[config.mk]
export PLATFORM = sky130hd
export DESIGN_NAME = keyword_lexer_tokenizer_unit_flat
export DESIGN_NICKNAME = d
export VERILOG_FILES = /design/src/hdl/klt_pkg.sv /design/src/hdl/klt_byte_if.sv /design/src/hdl/klt_token_if.sv /design/src/hdl/klt_scan.sv /design/src/hdl/klt_token_fifo.sv /design/src/hdl/keyword_lexer_tokenizer_unit.sv /design/src/flat_wrapper.sv
export VERILOG_INCLUDE_DIRS = /design/src /design/src/hdl
export SDC_FILE = /design/constraint.sdc
export NUM_CORES = 1
export LEC_CHECK = 0
export BUFFER_PORTS_ARGS = -buffer_cell sky130_fd_sc_hd__buf_2
export CORE_ASPECT_RATIO = 1.1
export CORE_MARGIN = 2
export CORE_UTILIZATION = 55
export DETAILED_ROUTE_END_ITERATION = 8
export PLACE_DENSITY_LB_ADDON = 0.2
export SLEW_MARGIN = 20
export SYNTH_ARGS = -nofsm -noshare
export SYNTH_HDL_FRONTEND = slang
export SYNTH_SLANG_ARGS = --single-unit
[constraint.sdc]
create_clock -name clk -period 4.15 [get_ports clk]
set_input_delay 0.2075 -clock clk [delete_from_list [all_inputs] [get_ports clk]]
set_output_delay 0.2075 -clock clk [all_outputs]
set_load 0.02 [all_outputs]
[src/hdl/keyword_lexer_tokenizer_unit_defines.svh]
// Assertion macros shared by the lexer modules.
// Define NO_ASSERTIONS to compile them out.
`ifndef KEYWORD_LEXER_TOKENIZER_UNIT_DEFINES_SVH
`define KEYWORD_LEXER_TOKENIZER_UNIT_DEFINES_SVH

`ifndef NO_ASSERTIONS

// Same-cycle implication, checked out of reset.
`define KLT_ASSERT_IMPLIES(label, clk, rst_n, a, b) \
	label: assert property (@(posedge clk) disable iff (!rst_n) (a) |-> (b)) \
		else $error("lexer assertion failed");

// Next-cycle implication, checked out of reset.
`define KLT_ASSERT_NEXT(label, clk, rst_n, a, b) \
	label: assert property (@(posedge clk) disable iff (!rst_n) (a) |=> (b)) \
		else $error("lexer assertion failed");

`else

`define KLT_ASSERT_IMPLIES(label, clk, rst_n, a, b)
`define KLT_ASSERT_NEXT(label, clk, rst_n, a, b)

`endif

`endif

[src/hdl/klt_pkg.sv]
`default_nettype none

package klt_pkg;

	// Width of the internal byte position counter.
	localparam int POS_BITS = 16;
	typedef logic [POS_BITS-1:0] pos_t;
	localparam pos_t POS_MAX = '1;

	// Depth of the token queue; a power of two.
	localparam int FIFO_DEPTH = 4;
	localparam int FIFO_PTR_BITS = $clog2(FIFO_DEPTH);
	localparam int FIFO_CNT_BITS = $clog2(FIFO_DEPTH + 1);

	// Token kinds.
	localparam logic [4:0] KIND_KW0       = 5'd0;
	localparam logic [4:0] KIND_IDENT     = 5'd8;
	localparam logic [4:0] KIND_NUMBER    = 5'd9;
	localparam logic [4:0] KIND_LBRACE    = 5'd10;
	localparam logic [4:0] KIND_RBRACE    = 5'd11;
	localparam logic [4:0] KIND_LPAREN    = 5'd12;
	localparam logic [4:0] KIND_RPAREN    = 5'd13;
	localparam logic [4:0] KIND_SEMI      = 5'd14;
	localparam logic [4:0] KIND_COMMA     = 5'd15;
	localparam logic [4:0] KIND_ASSIGN    = 5'd16;
	localparam logic [4:0] KIND_PLUS      = 5'd17;
	localparam logic [4:0] KIND_MINUS     = 5'd18;
	localparam logic [4:0] KIND_STAR      = 5'd19;
	localparam logic [4:0] KIND_SLASH     = 5'd20;
	localparam logic [4:0] KIND_AMP       = 5'd21;
	localparam logic [4:0] KIND_AT        = 5'd22;
	localparam logic [4:0] KIND_END       = 5'd23;
	localparam logic [4:0] KIND_ERROR     = 5'd24;

	// One result token.
	typedef struct packed {
		logic [4:0]  token_kind;
		logic [15:0] token_start;
		logic [15:0] token_length;
		logic        last_of_run;
	} token_t;

	// One registered input byte.
	typedef struct packed {
		logic       valid;
		logic [7:0] byte_in;
		logic       end_of_input;
	} byte_item_t;

	// Tokens produced by one input byte, zero to two of them.
	typedef struct packed {
		logic [1:0] cnt;
		token_t     tok0;
		token_t     tok1;
	} token_wr_t;

endpackage

`default_nettype wire

[src/hdl/klt_byte_if.sv]
`default_nettype none

interface klt_byte_if;
	logic       valid;
	logic       ready;
	logic [7:0] byte_in;
	logic       end_of_input;

	modport source (output valid, output byte_in, output end_of_input, input ready);
	modport sink (input valid, input byte_in, input end_of_input, output ready);
endinterface

`default_nettype wire

[src/hdl/klt_token_if.sv]
`default_nettype none

interface klt_token_if;
	logic        valid;
	logic        ready;
	logic [4:0]  token_kind;
	logic [15:0] token_start;
	logic [15:0] token_length;
	logic        last_of_run;

	modport source (output valid, output token_kind, output token_start,
		output token_length, output last_of_run, input ready);
	modport sink (input valid, input token_kind, input token_start,
		input token_length, input last_of_run, output ready);
endinterface

`default_nettype wire

[src/hdl/klt_scan.sv]
`default_nettype none

`include "keyword_lexer_tokenizer_unit_defines.svh"

module klt_scan (
	input  wire                      clk,
	input  wire                      arst_n,
	input  wire klt_pkg::byte_item_t item,
	output klt_pkg::token_wr_t       wr
);
	import klt_pkg::*;

	typedef enum logic [1:0] {
		MODE_IDLE,
		MODE_IDENT,
		MODE_NUMBER,
		MODE_HALTED
	} mode_t;

	// Keyword spellings, padded with zero bytes, and their lengths.
	localparam logic [7:0] KW_TEXT [8][6] = '{
		'{"r", "e", "g", 8'h00, 8'h00, 8'h00},
		'{"f", "u", "n", "c", 8'h00, 8'h00},
		'{"i", "f", 8'h00, 8'h00, 8'h00, 8'h00},
		'{"e", "l", "s", "e", 8'h00, 8'h00},
		'{"w", "h", "i", "l", "e", 8'h00},
		'{"f", "o", "r", 8'h00, 8'h00, 8'h00},
		'{"r", "e", "t", "u", "r", "n"},
		'{"a", "s", "m", 8'h00, 8'h00, 8'h00}
	};
	localparam logic [2:0] KW_LEN [8] = '{3'd3, 3'd4, 3'd2, 3'd4, 3'd5, 3'd3, 3'd6, 3'd3};

	mode_t      mode_q, mode_d;
	pos_t       pos_q, pos_d;
	pos_t       begin_q, begin_d;
	logic [7:0] alive_q, alive_d;

	logic [7:0] c;
	logic       is_end;
	pos_t       len;
	pos_t       pos_inc;
	logic [4:0] ident_kind;
	logic       has_flush, has_tail;
	token_t     flush_tok, tail_tok;

	function automatic logic is_letter(logic [7:0] ch);
		return (ch inside {["a":"z"], ["A":"Z"], "_"});
	endfunction

	function automatic logic is_digit(logic [7:0] ch);
		return (ch inside {["0":"9"]});
	endfunction

	function automatic logic is_space(logic [7:0] ch);
		return (ch inside {" ", [8'h09:8'h0D]});
	endfunction

	// Keep the keywords whose character at offset idx equals ch.
	function automatic logic [7:0] narrow(logic [7:0] mask, pos_t idx, logic [7:0] ch);
		logic [7:0] res;
		logic [2:0] sel;
		res = '0;
		sel = (idx < pos_t'(6)) ? idx[2:0] : 3'd0;
		for (int k = 0; k < 8; k++) begin
			res[k] = mask[k] && (idx < pos_t'(KW_LEN[k])) && (KW_TEXT[k][sel] == ch);
		end
		return res;
	endfunction

	assign c       = item.byte_in;
	assign is_end  = item.end_of_input || (c == 8'h00);
	assign len     = pos_q - begin_q;
	assign pos_inc = (pos_q == POS_MAX) ? pos_q : pos_q + pos_t'(1);

	// First live keyword whose length matches the identifier, else identifier.
	always_comb begin
		ident_kind = KIND_IDENT;
		for (int i = 7; i >= 0; i--) begin
			if (alive_q[i] && (len == pos_t'(KW_LEN[i]))) begin
				ident_kind = KIND_KW0 + 5'(i);
			end
		end
	end

	// Pending identifier or number token.
	always_comb begin
		flush_tok.token_kind   = (mode_q == MODE_IDENT) ? ident_kind : KIND_NUMBER;
		flush_tok.token_start  = 16'(begin_q);
		flush_tok.token_length = 16'(len);
		flush_tok.last_of_run  = !has_tail;
	end

	// Next state and the tokens this byte produces.
	always_comb begin
		mode_d    = mode_q;
		pos_d     = pos_q;
		begin_d   = begin_q;
		alive_d   = alive_q;
		has_flush = 1'b0;
		has_tail  = 1'b0;
		tail_tok.token_kind   = KIND_ERROR;
		tail_tok.token_start  = 16'(pos_q);
		tail_tok.token_length = 16'd1;
		tail_tok.last_of_run  = 1'b1;

		if (item.valid) begin
			if (is_end) begin
				has_flush = (mode_q == MODE_IDENT) || (mode_q == MODE_NUMBER);
				has_tail  = 1'b1;
				tail_tok.token_kind   = KIND_END;
				tail_tok.token_length = 16'd0;
				mode_d  = MODE_IDLE;
				pos_d   = '0;
				begin_d = '0;
				alive_d = '0;
			end else if (mode_q == MODE_HALTED) begin
				mode_d = MODE_HALTED;
			end else if (mode_q == MODE_IDENT && (is_letter(c) || is_digit(c))) begin
				alive_d = (pos_q == POS_MAX) ? 8'h00 : narrow(alive_q, len, c);
				pos_d   = pos_inc;
			end else if (mode_q == MODE_NUMBER && is_digit(c)) begin
				pos_d = pos_inc;
			end else begin
				has_flush = (mode_q == MODE_IDENT) || (mode_q == MODE_NUMBER);
				mode_d    = MODE_IDLE;
				pos_d     = pos_inc;
				if (is_space(c)) begin
					mode_d = MODE_IDLE;
				end else if (is_letter(c)) begin
					mode_d  = MODE_IDENT;
					begin_d = pos_q;
					alive_d = narrow(8'hFF, '0, c);
				end else if (is_digit(c)) begin
					mode_d  = MODE_NUMBER;
					begin_d = pos_q;
				end else begin
					has_tail = 1'b1;
					case (c)
						"{":     tail_tok.token_kind = KIND_LBRACE;
						"}":     tail_tok.token_kind = KIND_RBRACE;
						"(":     tail_tok.token_kind = KIND_LPAREN;
						")":     tail_tok.token_kind = KIND_RPAREN;
						";":     tail_tok.token_kind = KIND_SEMI;
						",":     tail_tok.token_kind = KIND_COMMA;
						"=":     tail_tok.token_kind = KIND_ASSIGN;
						"+":     tail_tok.token_kind = KIND_PLUS;
						"-":     tail_tok.token_kind = KIND_MINUS;
						"*":     tail_tok.token_kind = KIND_STAR;
						"/":     tail_tok.token_kind = KIND_SLASH;
						"&":     tail_tok.token_kind = KIND_AMP;
						"@":     tail_tok.token_kind = KIND_AT;
						default: begin
							tail_tok.token_kind = KIND_ERROR;
							mode_d = MODE_HALTED;
						end
					endcase
				end
			end
		end
	end

	// Pack the tokens in output order.
	always_comb begin
		wr.cnt  = {1'b0, has_flush} + {1'b0, has_tail};
		wr.tok0 = has_flush ? flush_tok : tail_tok;
		wr.tok1 = tail_tok;
	end

	// Scanner state.
	always_ff @(posedge clk or negedge arst_n) begin
		if (!arst_n) begin
			mode_q  <= MODE_IDLE;
			pos_q   <= '0;
			begin_q <= '0;
			alive_q <= '0;
		end else begin
			mode_q  <= mode_d;
			pos_q   <= pos_d;
			begin_q <= begin_d;
			alive_q <= alive_d;
		end
	end

	`KLT_ASSERT_IMPLIES(a_two_tok_last, clk, arst_n, wr.cnt == 2'd2,
		!wr.tok0.last_of_run && wr.tok1.last_of_run)
	`KLT_ASSERT_IMPLIES(a_one_tok_last, clk, arst_n, wr.cnt == 2'd1, wr.tok0.last_of_run)
	`KLT_ASSERT_IMPLIES(a_halted_quiet, clk, arst_n,
		mode_q == MODE_HALTED && item.valid && !is_end, wr.cnt == 2'd0)

endmodule

`default_nettype wire

[src/hdl/klt_token_fifo.sv]
`default_nettype none

`include "keyword_lexer_tokenizer_unit_defines.svh"

module klt_token_fifo (
	input  wire                                 clk,
	input  wire                                 arst_n,
	input  wire klt_pkg::token_wr_t             wr,
	input  wire                                 pop,
	output klt_pkg::token_t                     head,
	output logic                                not_empty,
	output logic [klt_pkg::FIFO_CNT_BITS-1:0]   count
);
	import klt_pkg::*;

	token_t                   mem_q [FIFO_DEPTH];
	logic [FIFO_PTR_BITS-1:0] wr_ptr_q, rd_ptr_q;
	logic [FIFO_CNT_BITS-1:0] count_q;
	logic [FIFO_PTR_BITS-1:0] wr_ptr1;
	logic                     do_pop;

	assign wr_ptr1   = wr_ptr_q + FIFO_PTR_BITS'(1);
	assign not_empty = (count_q != '0);
	assign do_pop    = pop && not_empty;
	assign head      = mem_q[rd_ptr_q];
	assign count     = count_q;

	// Token storage, up to two writes per cycle.
	always_ff @(posedge clk) begin
		if (wr.cnt != 2'd0) begin
			mem_q[wr_ptr_q] <= wr.tok0;
		end
		if (wr.cnt == 2'd2) begin
			mem_q[wr_ptr1] <= wr.tok1;
		end
	end

	// Pointers and fill count.
	always_ff @(posedge clk or negedge arst_n) begin
		if (!arst_n) begin
			wr_ptr_q <= '0;
			rd_ptr_q <= '0;
			count_q  <= '0;
		end else begin
			wr_ptr_q <= wr_ptr_q + FIFO_PTR_BITS'(wr.cnt);
			rd_ptr_q <= rd_ptr_q + FIFO_PTR_BITS'(do_pop);
			count_q  <= count_q + FIFO_CNT_BITS'(wr.cnt) - FIFO_CNT_BITS'(do_pop);
		end
	end

	`KLT_ASSERT_IMPLIES(a_no_overflow, clk, arst_n, 1'b1,
		count_q <= FIFO_CNT_BITS'(FIFO_DEPTH))
	`KLT_ASSERT_IMPLIES(a_room_for_write, clk, arst_n, wr.cnt != 2'd0,
		({1'b0, count_q} + {{(FIFO_CNT_BITS-1){1'b0}}, wr.cnt})
			<= (FIFO_CNT_BITS+1)'(FIFO_DEPTH))
	`KLT_ASSERT_NEXT(a_drain_empty, clk, arst_n,
		count_q == FIFO_CNT_BITS'(1) && pop && wr.cnt == 2'd0, count_q == '0)

endmodule

`default_nettype wire

[src/hdl/keyword_lexer_tokenizer_unit.sv]
// An accepted byte is registered and scanned; its tokens enter the queue, whose head feeds the output.
// Throughput: one byte per cycle while the queue has room; the token channel moves one token per
// cycle when ready, so a byte's two tokens (a flushed word plus a symbol or end token) leave in turn.
// A four-entry token queue decouples the sides; input stalls when it cannot take two more tokens.
// Reset (arst_n low, asynchronous) clears scan mode, byte position, keyword mask and the queue.
`default_nettype none

module keyword_lexer_tokenizer_unit (
	input  wire         clk,
	input  wire         arst_n,
	klt_byte_if.sink    text,
	klt_token_if.source tokens
);
	import klt_pkg::*;

	byte_item_t               item_s1;
	token_wr_t                wr;
	token_t                   head;
	logic                     not_empty;
	logic [FIFO_CNT_BITS-1:0] count;
	logic [FIFO_CNT_BITS:0]   fill_after;

	// Accept a byte only when the queue keeps room for its two tokens.
	assign fill_after = {1'b0, count} + {{(FIFO_CNT_BITS-1){1'b0}}, wr.cnt};
	assign text.ready = (fill_after <= (FIFO_CNT_BITS+1)'(FIFO_DEPTH - 2));

	// Input register.
	always_ff @(posedge clk or negedge arst_n) begin
		if (!arst_n) begin
			item_s1 <= '0;
		end else begin
			item_s1.valid <= text.valid && text.ready;
			if (text.valid && text.ready) begin
				item_s1.byte_in      <= text.byte_in;
				item_s1.end_of_input <= text.end_of_input;
			end
		end
	end

	klt_scan u_scan (
		.clk    (clk),
		.arst_n (arst_n),
		.item   (item_s1),
		.wr     (wr)
	);

	klt_token_fifo u_fifo (
		.clk       (clk),
		.arst_n    (arst_n),
		.wr        (wr),
		.pop       (tokens.ready),
		.head      (head),
		.not_empty (not_empty),
		.count     (count)
	);

	// Output channel driven from the queue head.
	assign tokens.valid        = not_empty;
	assign tokens.token_kind   = head.token_kind;
	assign tokens.token_start  = head.token_start;
	assign tokens.token_length = head.token_length;
	assign tokens.last_of_run  = head.last_of_run;

endmodule

`default_nettype wire
[src/flat_wrapper.sv]
// flat-port wrapper written by rule: the top's interface ports become plain ports
module keyword_lexer_tokenizer_unit_flat import klt_pkg::*;
  (clk, arst_n, text_valid, text_byte_in, text_end_of_input, text_ready, tokens_valid, tokens_token_kind, tokens_token_start, tokens_token_length, tokens_last_of_run, tokens_ready);
  klt_byte_if text_i ();
  klt_token_if tokens_i ();
  input  wire clk;
  input  wire arst_n;
  input wire logic [$bits(text_i.valid)-1:0] text_valid;
  input wire logic [$bits(text_i.byte_in)-1:0] text_byte_in;
  input wire logic [$bits(text_i.end_of_input)-1:0] text_end_of_input;
  output wire logic [$bits(text_i.ready)-1:0] text_ready;
  output wire logic [$bits(tokens_i.valid)-1:0] tokens_valid;
  output wire logic [$bits(tokens_i.token_kind)-1:0] tokens_token_kind;
  output wire logic [$bits(tokens_i.token_start)-1:0] tokens_token_start;
  output wire logic [$bits(tokens_i.token_length)-1:0] tokens_token_length;
  output wire logic [$bits(tokens_i.last_of_run)-1:0] tokens_last_of_run;
  input wire logic [$bits(tokens_i.ready)-1:0] tokens_ready;
  assign text_i.valid = text_valid;
  assign text_i.byte_in = text_byte_in;
  assign text_i.end_of_input = text_end_of_input;
  assign text_ready = text_i.ready;
  assign tokens_valid = tokens_i.valid;
  assign tokens_token_kind = tokens_i.token_kind;
  assign tokens_token_start = tokens_i.token_start;
  assign tokens_token_length = tokens_i.token_length;
  assign tokens_last_of_run = tokens_i.last_of_run;
  assign tokens_i.ready = tokens_ready;
  keyword_lexer_tokenizer_unit u_core (.clk(clk), .arst_n(arst_n), .text(text_i), .tokens(tokens_i));
endmodule
# After elaboration in Yosys (flattened, before gate mapping)
# Memories as Yosys holds them, arrays and structs flattened.
# Index checks and enable logic that the tools add are counted.
# Widths: inputs -> output; s select.
# word_totals
reg_bits	59
ramBits	152
rom_bits	512
inputBits	13
output_inout_bits	40
elab_cells	220
mem_count	9
# op_classes
add_sub_neg	9
n_lt_le_gt_ge	15
eq_ne	48
muxes	80
bitwise_logic	1
n_reduce_logical	48
# mem_list
name	depth	word_bits	rd	rd_clocked_by_memory_dff	wr	line_no	source
u_core.u_fifo.mem_q	4	38	1	0	2	klt_token_fifo.sv:16	token_t mem_q [FIFO_DEPTH];
(no name shown)	8	8	1	0	0	klt_scan.sv:65	res[k] = mask[k] && (idx < pos_t'(KW_LEN[k])) && (KW_TEXT[k][sel] == ch);
(no name shown)	8	8	1	0	0	klt_scan.sv:65	
(no name shown)	8	8	1	0	0	klt_scan.sv:65	
(no name shown)	8	8	1	0	0	klt_scan.sv:65	
(no name shown)	8	8	1	0	0	klt_scan.sv:65	
3 more memories	n/a	n/a	n/a	n/a	n/a	n/a	
# ops
cell	n
$mux 8	23
$mux 16	10
$eq 8x6->1 const B	11
$pmux 5 s13	1
$eq 8x8->1	8
$eq 16x3->1 const B	3
$eq 7x8->1 const A	6
$lt 16x3->1 const B	3
$mux 5	9
$mux 38	1
$eq 16x2->1 const B	2
$eq 8x7->1 const B	4
$logic_and 1x1->1	32
$lt 16x2->1 const B	2
$mux 4	8
$mux 1	19
$add 16x1->16 const B	1
$eq 16x16->1 const B	1
$ge 8x7->1 const B	2
$le 8x7->1 const B	2
$mux 2	8
$sub 16x16->16	1
$reduce_or 13->1	1
$ne 3x3->1 const B	4
other kinds (26)	39

# Longest topological paths before layout
# Gate-level depths: netlist (run 1).
# logic_depth
ltp_word	14
depth_mapped	20
depth_no_buf	19

# Modules after synthesis
# A second synthesis (run 1) with hierarchy kept.
# unflattened
hier_cells	1123
area_unflattened_um2	13367.8
# modules_own_cells
mod	n_inst	cells_each	area_each_um2	seq_area_each_um2
klt_token_fifo	1	408	7902.6	4739.5
klt_scan	1	685	4998.5	1051.0
keyword_lexer_tokenizer_unit	1	30	466.7	250.2

# Worst setup path before layout (run 1)
# No wires, ideal clock.
# synth_path
kind	reg-to-reg
from	reg u_core.item_s1[8] (netlist name)
to	reg u_core.item_s1[2] (netlist name)
setup_ps	133
t_arrival_ps	4440
required_time_ps	4017
setup_slack_ps	-423
path_stages_with_launch	17
path_buffers	4
synth_period_minus_slack_ps	4573
cell_sequence	dfrtp_1 > clkbuf_1 > nor4_1 > a21o_1 > clkbuf_1 > nand2_1 > o21ai_1 > clkbuf_1 > ha_1 > ha_1 > fa_1 > o21a_1 > a21oi_1 > nand2_1 > inv_1 > clkbuf_1 > o21ai_0
# synth_via
elab_chain_cells	14
word_cells_on_any_way	38
cone_classes	add/sub (2); order compare (9); eq/ne (2); mux (13); reduce/logical (12)
# synth_rtl
element	line_no	source
from (decl)	keyword_lexer_tokenizer_unit.sv:16	byte_item_t item_s1;
$ge 8x7->1, or another cell as far along	klt_scan.sv:47	return (ch inside {["a":"z"], ["A":"Z"], "_"});
$logic_and 1x1->1, on equally long branches	klt_scan.sv:47, klt_scan.sv:51	
$reduce_bool 3->1 or $mux 1 (tied branches)	klt_scan.sv:47, klt_scan.sv:133	
$mux 1	klt_scan.sv:129	end else if (is_letter(c)) begin
$mux 1	klt_scan.sv:127	if (is_space(c)) begin
$mux 1	klt_scan.sv:121	end else if (mode_q == MODE_NUMBER && is_digit(c)) begin
$mux 1	klt_scan.sv:118	end else if (mode_q == MODE_IDENT && (is_letter(c) || is_digit(c))) begin
$mux 1	klt_scan.sv:116	end else if (mode_q == MODE_HALTED) begin
$mux 1	klt_scan.sv:107	if (is_end) begin
$mux 1	klt_scan.sv:106	if (item.valid) begin
$add 1x1->2 (*)	klt_scan.sv:164	wr.cnt = {1'b0, has_flush} + {1'b0, has_tail};
$add 3x2->4 (*)	keyword_lexer_tokenizer_unit.sv:24	assign fill_after = {1'b0, count} + {{(FIFO_CNT_BITS-1){1'b0}}, wr.cnt};
$le 4x2->1 (*)	keyword_lexer_tokenizer_unit.sv:25	assign text.ready = (fill_after <= (FIFO_CNT_BITS+1)'(FIFO_DEPTH - 2));
net text_ready	flat_wrapper.sv:11	output wire logic [$bits(text_i.ready)-1:0] text_ready;
$logic_and 1x1->1 (*)	keyword_lexer_tokenizer_unit.sv:33	if (text.valid && text.ready) begin
# The timed path passes the listed nets; every way through them passes the cells marked *.
# A chain may end at the register's enable or synchronous reset.

# Worst setup path after layout (run 1)
# layout_path
from	reg u_core.u_scan.begin_q[4]
to	reg u_core.u_scan.alive_q[2]
# layout_via
elab_chain_cells	13
word_cells_on_any_way	15
cone_classes	add/sub (1); order compare (2); eq/ne (1); mux (7); bitwise (1); reduce/logical (2); memory (1)
# layout_rtl
element	line_no	source
from (decl)	klt_scan.sv:35	pos_t begin_q, begin_d;
from (signal assigned)	klt_scan.sv:179	begin_q <= begin_d;
$sub 16x16->16 (*)	klt_scan.sv:72	assign len = pos_q - begin_q;
$lt 16x3->1	klt_scan.sv:63	sel = (idx < pos_t'(6)) ? idx[2:0] : 3'd0;
$mux 3	klt_scan.sv:63	
$not 3->4 (implied by the code)	klt_scan.sv:65	
$mem_v2 8x8	n/a	
$mux 8 (implied by the code) (2 in a row)	klt_scan.sv:65	
$eq 8x8->1	klt_scan.sv:65	
$logic_and 1x1->1 (*)	klt_scan.sv:65	
$mux 8 (*)	klt_scan.sv:119	alive_d = (pos_q == POS_MAX) ? 8'h00 : narrow(alive_q, len, c);
$mux 8 (*)	klt_scan.sv:118	
$mux 8 (*)	klt_scan.sv:116	
$mux 8 (*)	klt_scan.sv:107	
to (signal assigned)	klt_scan.sv:180	alive_q <= alive_d;
to (decl)	klt_scan.sv:36	logic [7:0] alive_q, alive_d;
# Every way passes the cells marked *; elsewhere a longest branch is shown, timed or not. The select of a mux whose other input is x is not followed.

==> results.py, run 1 <==
metrics = {
    "timing": {
        "hold_viol": 0,
        "timing.hold.ws_ns": 0.0827,
        "period_minus_slack_ns": 4.13,
        "slew_violations": 0,
        "rsz0062_at_grt": "yes",
        "fmax_ghz": 0.242,
        "maxSlewHeadroom": 0.490,
        "setup_viol": 0,
        "finalCritPeriodShare": 0.995,
        "worst_slew_pin_slew_ns": 0.759,
        "setup_tns_ns": 0,
        "fin_skew_ns": 0.0180,
    },
    "min_path": {
        "hold_path_class": "input pin to register",
    },
    "critical_path": {
        "cp_max_fo": 5,
        "crit_type": "register to register",
        "crit_family": "simple AND/OR/NAND/NOR gates",
        "crit_arrival_ns": 4.59,
        "cp-start-kind": "register",
        "critPathSlowestCell": "or4_4",
        "required_ns": 4.61,
        "crit_chain": "inv_2, ha_4, a21o_1, a21o_1, or4_4, o311ai_4, or3b_4, nor3_4, nand2_1, or3_4, buf_12, ha_4, inv_1, a21oi_2, or3_4, a2111oi_4, a21o_1",
        "cp.buffers_inverters": 3,
        "slowest_delay_ns": 0.51,
        "path_common_cell": "a21o_1",
        "endpoint_kind": "register",
    },
    "clock_network": {
        "cts_num_sinks": 211,
        "h-tree-depth": 1,
        "clock_path_buffers": 3,
        "path_clk_slew_ns": 0.06,
        "cts_tree": "yes",
        "root_buffer": "clkbuf_16",
        "clock_latency_ns": 0.52,
        "cts_buffers": 23,
    },
    "synth": {
        "synth_edf_count": 88,
        "yosysTopAreaCell": "edfxtp_1",
        "syn_area_per_cell_sq_um": 9.56,
        "synth_top_area_share": 0.220,
        "synth_ff_type": "edfxtp_1",
        "netlist_top_cells_area": "edfxtp_1, dfrtp_1, dfxtp_1",
        "ys_async_sr_fraction": 0.280,
        "ys_ff_latch": 211,
        "synth_most_common_cell": "nand2_1",
        "yosysSeqAreaShare": 0.450,
        "synth_common_cells": "nand2_1, o21ai_0, edfxtp_1",
        "synth_cell_types": 70,
        "synth_cells": 1255,
        "synthesis.area_sq_mm": 0.0120,
        "yosys_warnings": 0,
        "syn-num-nets": 1306,
    },
    "grt": {
        "use_met2": 0.505,
        "grt_pass1_vias": 10339,
        "overflow": 0,
        "grt_use_met1": 0.421,
        "antenna_found_initial": 0,
        "busiest_layer": "met2",
        "grt_pass1_wl_um": 56400,
        "grt.total_usage": 0.313,
        "use_met3": 0.0592,
        "grt_max_degree": 38,
    },
    "floorplanning": {
        "coreArea_sq_mm": 0.0214,
        "dieArea_sq_mm": 0.0230,
        "ios": 53,
        "fp-row-count": 56,
        "die-width_um": 145,
        "die_h_um": 159,
        "start_util": 0.562,
    },
    "final_layout": {
        "syn2layout_area_growth_pct": 20.1,
        "nNetsFinal": 1432,
        "layout-drive-gt1-share": 0.225,
        "n_antenna_cell": 0,
        "fill_cells": 1709,
    },
    "detailed_routing": {
        "wl_per_cell_um": 21.4,
        "ant_nets": 0,
        "wl_um": 36100,
        "drtIter0Drc": 1064,
        "firstDrtPassIters": 8,
        "drc": 0,
        "via_per_inst": 6.29,
        "num_vias": 10620,
    },
    "outcome": {
        "run_status": "finished clean",
    },
    "power_and_ir_drop": {
        "pwr_density_cell_mw_per_mm2": 754,
        "p_leak_nw": 5.63,
        "ir_worst_vdd_mv": 0.490,
    },
    "place": {
        "hpwl_um": 25000,
        "place_congestion": 0.934,
        "portBuffers": 52,
    },
    "job": {
        "cap_violations": 0,
    },
}
## state kept, by name, summed over array words and instances (netlist names)
name	flops
u_core.u_fifo.mem_q	152
u_core.u_scan.begin_q	16
u_core.u_scan.pos_q	16
u_core.item_s1	10
u_core.u_scan.alive_q	8
u_core.u_fifo.count	3
u_core.u_fifo.rd_ptr_q	2
u_core.u_fifo.wr_ptr_q	2
u_core.u_scan.mode_q	2
## repair_timing
item | in CTS | in global routing
hold endpoints to repair | 31 | 0
buffers inserted | 1 | 12
setup endpoints to repair | 7 | 18
hold buffers | 10 | 0
pin swaps | 4 | 9
gates resized for setup | 6 | 52
## worst min-delay path, cell delays in order
cell    delay [ns]
buf_2         0.07
and2_1        0.15
ha_1          0.14
## stage by stage
step	cell area, sq um	worst slack (ns)	cells	util	total power [W]
2_1_floorplan	12100	0.00131	1255	-	0.00641
3_3_place_gp	13200	-0.0153	1623	0.619	0.00825
3_5_place_dp	13200	-0.118	1623	0.619	0.00831
4_1_cts	14100	0.00547	1676	0.660	0.0105
5_1_grt	14400	-0.140	1688	0.675	0.0115
6_report	14400	0.0215	1688	0.675	0.0109
## logic make-up (layout without fill, tap and decap cells)
family                     after synthesis  after routing  synth area share
and+or+nand+nor                        432            432             0.166
AOI/OAI and AO/OA                      350            350             0.191
DFF                                    211            211             0.450
buffers and inverters                  136            279            0.0426
muxes                                   50             50            0.0816
adders and majority gates               38             38            0.0415
xor gates and xnor gates                38             38            0.0277
## cells in the final DEF, fill, tap and decap left out, drive strengths merged, types with 12 or more instances in the layout
master | synthesis | final
mux4 | 38 | 38
buf | 8 | 178
a22o | 62 | 62
nand3 | 34 | 34
inv | 47 | 50
nor3 | 25 | 25
ha | 35 | 35
dfxtp | 64 | 64
edfxtp | 88 | 88
xor2 | 18 | 18
clkbuf | 79 | 30
o21ai | 128 | 128
nor2 | 85 | 85
nand2 | 189 | 189
a21oi | 48 | 48
o22ai | 22 | 22
xnor2 | 20 | 20
or3 | 16 | 16
a21o | 12 | 12
and2 | 12 | 12
dfrtp | 59 | 59
## cell type report
cell class	instances	area, sq um	share of cell area
multi-input cells	908	6370	0.442
flip-flops and latches	211	5400	0.375
repair buffers	188	1330	0.0923
clock buffers	30	654	0.0454
well taps	290	363	0.0252
inverters	49	194	0.0135
clock inverters	12	97.6	0.00677
## report_power, final
group          switching, W  internal (W)
sequential         0.000369       0.00260
clock              0.000864       0.00118
combinational       0.00352       0.00233
total               0.00476       0.00611
## final timing paths
check,from,endpoint,slack (ns),cells past startpoint
max,u_core.u_scan.begin_q[4]$_DFFE_PN0P_,u_core.u_scan.alive_q[2]$_DFFE_PN0P_,0.02,17
min,tokens_ready,u_core.u_fifo.rd_ptr_q[0]$_DFF_PN0_,0.08,3
max reg2reg,u_core.u_scan.begin_q[4]$_DFFE_PN0P_,u_core.u_scan.alive_q[2]$_DFFE_PN0P_,0.02,17
min reg2reg,u_core.u_fifo.mem_q[2][14]$_SDFFE_PP0P_,u_core.u_fifo.mem_q[2][14]$_SDFFE_PP0P_,0.45,2
max in group asynchronous,arst_n,u_core.item_s1[8]$_DFFE_PN0P_,2.99,3
min in group asynchronous,arst_n,u_core.item_s1[5]$_DFFE_PN0P_,0.22,2
## routing by layer
metal	wire length [um]	vias to the layer above
li1	-	4879
met1	14000	5119
met2	17300	522
met3	3400	100
met4	1330	0
met5	0	-
Note: power is estimated with default switching activity, not from simulation.
==> run 2, diff against run 1 <==
ABC_AREA = 1   (was unset)
==> run 2 against run 1 <==
Sequential share of layout area is 2.1 points higher; global-route usage is 2.0 points lower; critical endpoint is now text_ready; non-clock buffer count is 79 lower; combinational power is 0.7% lower; power is 0.19% lower; synthesized area is 0.85% higher; clock power is 8% lower; critical path depth is 3 higher; highest routed layer unchanged.
==> results.py, run 2 <==
metrics = {
    "final_layout": {
        "design_area_sq_mm": 0.0136,
        "nNetsFinal": 1707,
        "final_common_cell": "nand2_1",
        "syn2layout_area_growth_pct": 12.7,
        "final_cell_mix": "nand2_1, o21ai_0, nor2_1, inv_1, o22ai_1",
        "largest_register": "u_core.u_fifo.mem_q",
        "largest_reg_flops": 152,
        "n_antenna_cell": 0,
        "utilization": 0.636,
        "top_regs": "u_core.u_fifo.mem_q: 152 flops, u_core.u_scan.begin_q: 16 flops, u_core.u_scan.pos_q: 16 flops",
        "final_cells": 1962,
        "layout-drive-gt1-share": 0.108,
    },
    "clock_network": {
        "root_buffer": "clkbuf_16",
        "h-tree-depth": 1,
        "clock_latency_ns": 0.50,
        "cts_num_sinks": 211,
        "clock_path_buffers": 3,
        "cts_tree": "yes",
        "path_clk_slew_ns": 0.06,
        "cts_buffers": 23,
    },
    "synth": {
        "ys_ff_latch": 211,
        "yosysTopAreaCell": "edfxtp_1",
        "ys_async_sr_fraction": 0.280,
        "synth_common_cells": "nand2_1, o21ai_0, nor2_1",
        "synth_cell_types": 52,
        "syn-num-nets": 1644,
        "synth_most_common_cell": "nand2_1",
        "yosys_warnings": 0,
        "synth_edf_count": 88,
        "netlist_top_cells_area": "edfxtp_1, dfrtp_1, nand2_1",
        "yosysSeqAreaShare": 0.446,
        "synth_top_area_share": 0.218,
        "syn_area_per_cell_sq_um": 7.60,
        "synth_cells": 1593,
        "synthesis.area_sq_mm": 0.0121,
        "synth_ff_type": "edfxtp_1",
    },
    "detailed_routing": {
        "num_vias": 11475,
        "drtIter0Drc": 1051,
        "firstDrtPassIters": 7,
        "wl_um": 35200,
        "drc": 0,
        "via_per_inst": 5.85,
        "wl_per_cell_um": 17.9,
        "ant_nets": 0,
    },
    "timing": {
        "slew_violations": 0,
        "hold_viol": 0,
        "finalCritPeriodShare": 0.946,
        "fin_skew_ns": 0.0183,
        "fmax_ghz": 0.255,
        "maxSlewHeadroom": 0.427,
        "worst_slew_pin_slew_ns": 0.860,
        "setup_tns_ns": 0,
        "timing.hold.ws_ns": 0.246,
        "period_minus_slack_ns": 3.93,
        "setup_viol": 0,
    },
    "grt": {
        "grt_pass1_vias": 10735,
        "grt.total_usage": 0.294,
        "overflow": 0,
        "grt_max_degree": 78,
        "antenna_found_initial": 0,
        "grt_pass1_wl_um": 55500,
    },
    "floorplanning": {
        "die-width_um": 145,
        "dieArea_sq_mm": 0.0232,
        "die_h_um": 160,
        "start_util": 0.565,
        "coreArea_sq_mm": 0.0214,
        "fp-row-count": 56,
        "ios": 53,
    },
    "critical_path": {
        "crit_arrival_ns": 3.72,
        "worstRegToRegCells": 23,
        "critPathSlowestCell": "dfrtp_1",
        "path_common_cell": "nand2_1",
        "crit_type": "register to primary output",
        "endpoint_kind": "primary output",
        "crit_chain": "buf_4, nor2_2, nand2_1, o211ai_1, nand2_1, nand2_1, nand2_2, nor2_4, inv_2, nand2_4, nand4_1, nand2_2, buf_4, ha_1, inv_1, ha_1, nand2_1, a21oi_1, a21oi_2, buf_4",
        "cp_max_fo": 11,
        "cp-start-kind": "register",
        "required_ns": 3.94,
        "slowest_delay_ns": 0.39,
    },
    "place": {
        "hpwl_um": 24200,
        "dp_cells": 1902,
        "place_congestion": 0.917,
        "place_area_sq_mm": 0.0127,
        "portBuffers": 52,
    },
    "power_and_ir_drop": {
        "ir_worst_vdd_mv": 0.461,
        "pwr_density_cell_mw_per_mm2": 796,
        "p_leak_nw": 5.74,
    },
    "min_path": {
        "min_path_cells": 3,
        "hold_path_class": "input pin to register",
    },
    "job": {
        "cap_violations": 0,
    },
    "outcome": {
        "run_status": "finished clean",
    },
}
==> run 2: cell types whose count changed in the layout (fill, tap and decap cells not counted), moves of 69 or more <==
cell / delta
nand2_1: +189
inv_1: +108
o22ai_1: +84
buf_4: -76
nor2_1: +74
o21ai_0: +69
==> run 2: final timing paths <==
kind                                                   startpoint                                endpoint  slack (ns)
setup reg to reg               u_core.u_scan.pos_q[0]$_DFFE_PN0P_    u_core.u_scan.alive_q[5]$_DFFE_PN0P_        0.26
min in group asynchronous                                  arst_n   u_core.u_scan.begin_q[14]$_DFFE_PN0P_        0.39
hold / removal                                       tokens_ready     u_core.u_fifo.rd_ptr_q[0]$_DFF_PN0_        0.25
max in group asynchronous                                  arst_n           u_core.item_s1[2]$_DFFE_PN0P_        3.16
hold reg to reg            u_core.u_fifo.mem_q[1][4]$_SDFFE_PP0P_  u_core.u_fifo.mem_q[1][4]$_SDFFE_PP0P_        0.46
setup / recovery                    u_core.item_s1[4]$_DFFE_PN0P_                              text_ready        0.22
==> run 2: per-layer routing <==
metal	vias to the layer above	global-route usage	routed length, um	part of all wire
met5	-	0	0	0
met4	0	0.0998	966	0.027
met3	81	0.0418	2890	0.082
met2	484	0.504	17000	0.48
met1	5359	0.383	14300	0.41
li1	5551	-	-	-
==> run 2: cell families (layout without fill, tap and decap cells) <==
logic type / Yosys count / count (layout) / share of synthesized area
xor+xnor: 13 / 13 / 0.0100
simple gates: 716 / 716 / 0.251
flops: 211 / 211 / 0.446
buf+inv: 234 / 313 / 0.0767
fa+ha+maj: 38 / 38 / 0.0411
compound gates: 381 / 381 / 0.175
==> run 2: critical path: cells and delay by family, from the launching register on <==
kind	cells	cell delay (ns)
simple gates	10	1.04
flops	1	0.39
buf+inv	5	0.71
fa+ha+maj	2	0.60
compound gates	3	0.44
==> run 2: repair_timing <==
item,CTS,global route
buffers inserted,0,8
hold buffers,11,0
endpoints found under the hold margin,68,0
setup endpoints to repair,0,16
gates resized for setup,0,21
==> run 2: power breakdown <==
group / leakage [nW] / switching (W) / internal (W)
Combinational: 3.28 / 0.00407 / 0.00174
Clock: 0.328 / 0.000826 / 0.00106
Sequential: 2.13 / 0.000325 / 0.00283
Total: 5.74 / 0.00522 / 0.00563
==> run 2: cell type report <==
| class | count | area (sq um) |
|---|---|---|
| clock buffer | 31 | 627 |
| inverter | 163 | 619 |
| multi-input combinational | 1148 | 5840 |
| clock inverter | 10 | 58.8 |
| fill | 1915 | 7800 |
| sequential | 211 | 5400 |
| tap | 290 | 363 |
| timing repair buffer | 109 | 731 |
==> run 2: through the flow <==
step                      total power, W  setup slack (ns)
after global placement           0.00865             0.189
after detailed placement         0.00872             0.170
after global routing              0.0116           -0.0328
after CTS                         0.0106             0.122
final                             0.0108             0.222
after floorplan                  0.00703            0.0222
==> run 3, diff against run 2 <==
PLACE_DENSITY = 0.75   (was unset)
PLACE_DENSITY_LB_ADDON = unset   (was 0.2)
==> run 3 against run 2 <==
Power rose by 1.2%; first-iteration DRC count rose by 5.8%; via count barely moved; combinational power barely moved; largest power group unchanged; worst hold slack got worse by 0.19 ns; critical path depth fell by 1; global-route usage rose by 0.38 points; clock-buffer cell count rose by 4.
==> results.py, run 3 (synthesis gave the netlist of run 2 again) <==
metrics = {
    "place": {
        "dp_slack_ns": 0.155,
        "hpwl_um": 24100,
        "place_congestion": 0.962,
        "portBuffers": 52,
        "place_area_sq_mm": 0.0127,
    },
    "detailed_routing": {
        "wl_um": 35200,
        "ant_nets": 0,
        "firstDrtPassIters": 8,
        "drtIter0Drc": 1112,
        "drc": 0,
        "via_per_inst": 5.85,
        "num_vias": 11479,
        "wl_per_cell_um": 17.9,
    },
    "clock_network": {
        "path_clk_slew_ns": 0.05,
        "cts_tree": "yes",
        "clock_latency_ns": 0.51,
        "h-tree-depth": 1,
        "cts_buffers": 24,
        "clock_path_buffers": 3,
        "root_buffer": "clkbuf_16",
        "cts_num_sinks": 211,
    },
    "critical_path": {
        "cp_max_fo": 11,
        "startpoint": "u_core.item_s1[4]$_DFFE_PN0P_",
        "critPathSlowestCell": "fa_1",
        "cp-start-kind": "register",
        "slowest_delay_ns": 0.40,
        "r2r_start": "u_core.u_scan.pos_q[0]$_DFFE_PN0P_",
        "path_common_cell": "nand2_1",
        "crit_arrival_ns": 3.69,
        "required_ns": 3.94,
        "crit_type": "register to primary output",
        "cp.buffers_inverters": 3,
        "crit_chain": "buf_4, nor2_2, nand2_1, o211ai_1, nand2_1, nand2_1, nand2_1, nor2_2, inv_2, nand2_4, nand4_1, nand2_2, ha_4, ha_2, fa_1, nor2_1, a21oi_1, a21oi_1, buf_4",
        "endpoint_kind": "primary output",
        "crit_family": "simple AND/OR/NAND/NOR gates",
    },
    "power_and_ir_drop": {
        "combPwrFrac": 0.529,
        "p_leak_nw": 5.77,
        "clockPowerShare": 0.186,
        "intPower_w": 0.00577,
        "pwr_density_cell_mw_per_mm2": 803,
        "switching_power_w": 0.00521,
        "finalPower_w": 0.0110,
        "ir_worst_vdd_mv": 0.340,
        "switching_share": 0.475,
        "seqPwrFrac": 0.286,
    },
    "timing": {
        "finalCritPeriodShare": 0.938,
        "fmax_ghz": 0.257,
        "layout_setup_ws_ns": 0.257,
        "fin_skew_ns": 0.0158,
        "period_minus_slack_ns": 3.89,
        "timing.hold.ws_ns": 0.0578,
        "maxSlewHeadroom": 0.324,
        "worst_slew_pin_slew_ns": 1.01,
        "hold_viol": 0,
        "setup_viol": 0,
        "slew_violations": 0,
    },
    "final_layout": {
        "largest_reg_flops": 152,
        "design_area_sq_mm": 0.0137,
        "top_regs": "u_core.u_fifo.mem_q: 152 flops, u_core.u_scan.begin_q: 16 flops, u_core.u_scan.pos_q: 16 flops",
        "n_antenna_cell": 0,
        "final_cell_mix": "nand2_1, o21ai_0, nor2_1, inv_1, o22ai_1",
        "largest_register": "u_core.u_fifo.mem_q",
        "syn2layout_area_growth_pct": 13.0,
        "nNetsFinal": 1706,
        "layout-drive-gt1-share": 0.103,
        "final_common_cell": "nand2_1",
    },
    "floorplanning": {
        "die_h_um": 160,
        "coreArea_sq_mm": 0.0214,
        "die-width_um": 145,
        "ios": 53,
        "fp-row-count": 56,
        "start_util": 0.565,
        "dieArea_sq_mm": 0.0232,
    },
    "grt": {
        "grt_max_degree": 78,
        "antenna_found_initial": 0,
        "overflow": 0,
        "grt_pass1_vias": 10885,
        "grt.total_usage": 0.298,
        "grt_pass1_wl_um": 56700,
    },
    "outcome": {
        "run_status": "finished clean",
    },
    "job": {
        "cap_violations": 0,
    },
    "min_path": {
        "hp-start": "text_valid",
        "hold_path_class": "input pin to register",
    },
}
## run 3: cell count changes in the layout (fill, tap and decap cells not counted), sizes merged
cell / change
buf: -1
bufinv: +1
clkbuf: +4
clkinv: +1
clkinvlp: -2
dlygate4sd3: -1
inv: -1
## run 3: metal layers
metal / track usage / vias up / routed length, um
met2: 0.513 / 480 / 17000
met4: 0.0914 / 0 / 885
li1: - / 5538 / -
met5: 0 / - / 0
met1: 0.394 / 5377 / 14400
met3: 0.0364 / 84 / 2900
## run 3: final cells by class
| type | instances | area [sq um] |
|---|---|---|
| fill | 1879 | 7760 |
| tap | 290 | 363 |
| clock inverter | 9 | 71.3 |
| multi-input combinational | 1148 | 5810 |
| clock buffer | 35 | 698 |
| inverter | 163 | 619 |
| sequential | 211 | 5400 |
| timing repair buffer | 107 | 713 |
## run 3: worst paths after layout
check	cells past startpoint	endpoint	slack [ns]
worst max-delay path	19	text_ready	0.26
worst min-delay path	4	u_core.item_s1[0]$_DFFE_PN0P_	0.06
worst max register to register	22	u_core.u_scan.alive_q[5]$_DFFE_PN0P_	0.32
worst min register to register	2	u_core.u_fifo.mem_q[2][11]$_SDFFE_PP0P_	0.45
max in group asynchronous	3	u_core.u_scan.alive_q[6]$_DFFE_PN0P_	2.94
min in group asynchronous	2	u_core.u_scan.begin_q[9]$_DFFE_PN0P_	0.30
## run 3: worst reg2reg max path: stages, from the launching register on
cell        delay (ns)
dfrtp_1           0.42
clkinvlp_4        0.18
ha_1              0.26
fa_1              0.43
inv_1             0.14
nand2_1           0.08
nand3_1           0.10
nand2_1           0.08
nand2_1           0.07
nand2_1           0.04
nand2_1           0.16
nand2_1           0.14
nor2_4            0.20
nand4_1           0.21
buf_4             0.21
ha_1              0.21
nand2_1           0.15
xor2_1            0.26
nor2_1            0.09
nand3_1           0.11
nand2_1           0.06
nand2_1           0.07
nand2_1           0.05
## run 3: stage by stage
stage	TNS, ns	cells	util
after global routing	-0.0895	1963	0.638
final	0	1963	0.638
after global placement	0	1903	0.593
after detailed placement	0	1903	0.593
after floorplan	0	1593	-
after CTS	0	1957	0.634
## run 3: what timing repair did
| item | in CTS | in global routing |
|---|---|---|
| endpoints found under the hold margin | 37 | 0 |
| buffers inserted | 0 | 6 |
| endpoints found under the setup margin | 0 | 20 |
| hold buffers | 10 | 0 |
| gates resized for setup | 0 | 10 |
## run 3: power groups by stage
stage	sequential, W	combinational [W]	clock [W]
detailed placement	0.00316	0.00562	0
global placement	0.00314	0.00556	0
CTS	0.00312	0.00566	0.00204
finish	0.00314	0.00580	0.00204
floorplan	0.00308	0.00395	0
global route	0.00320	0.00639	0.00213
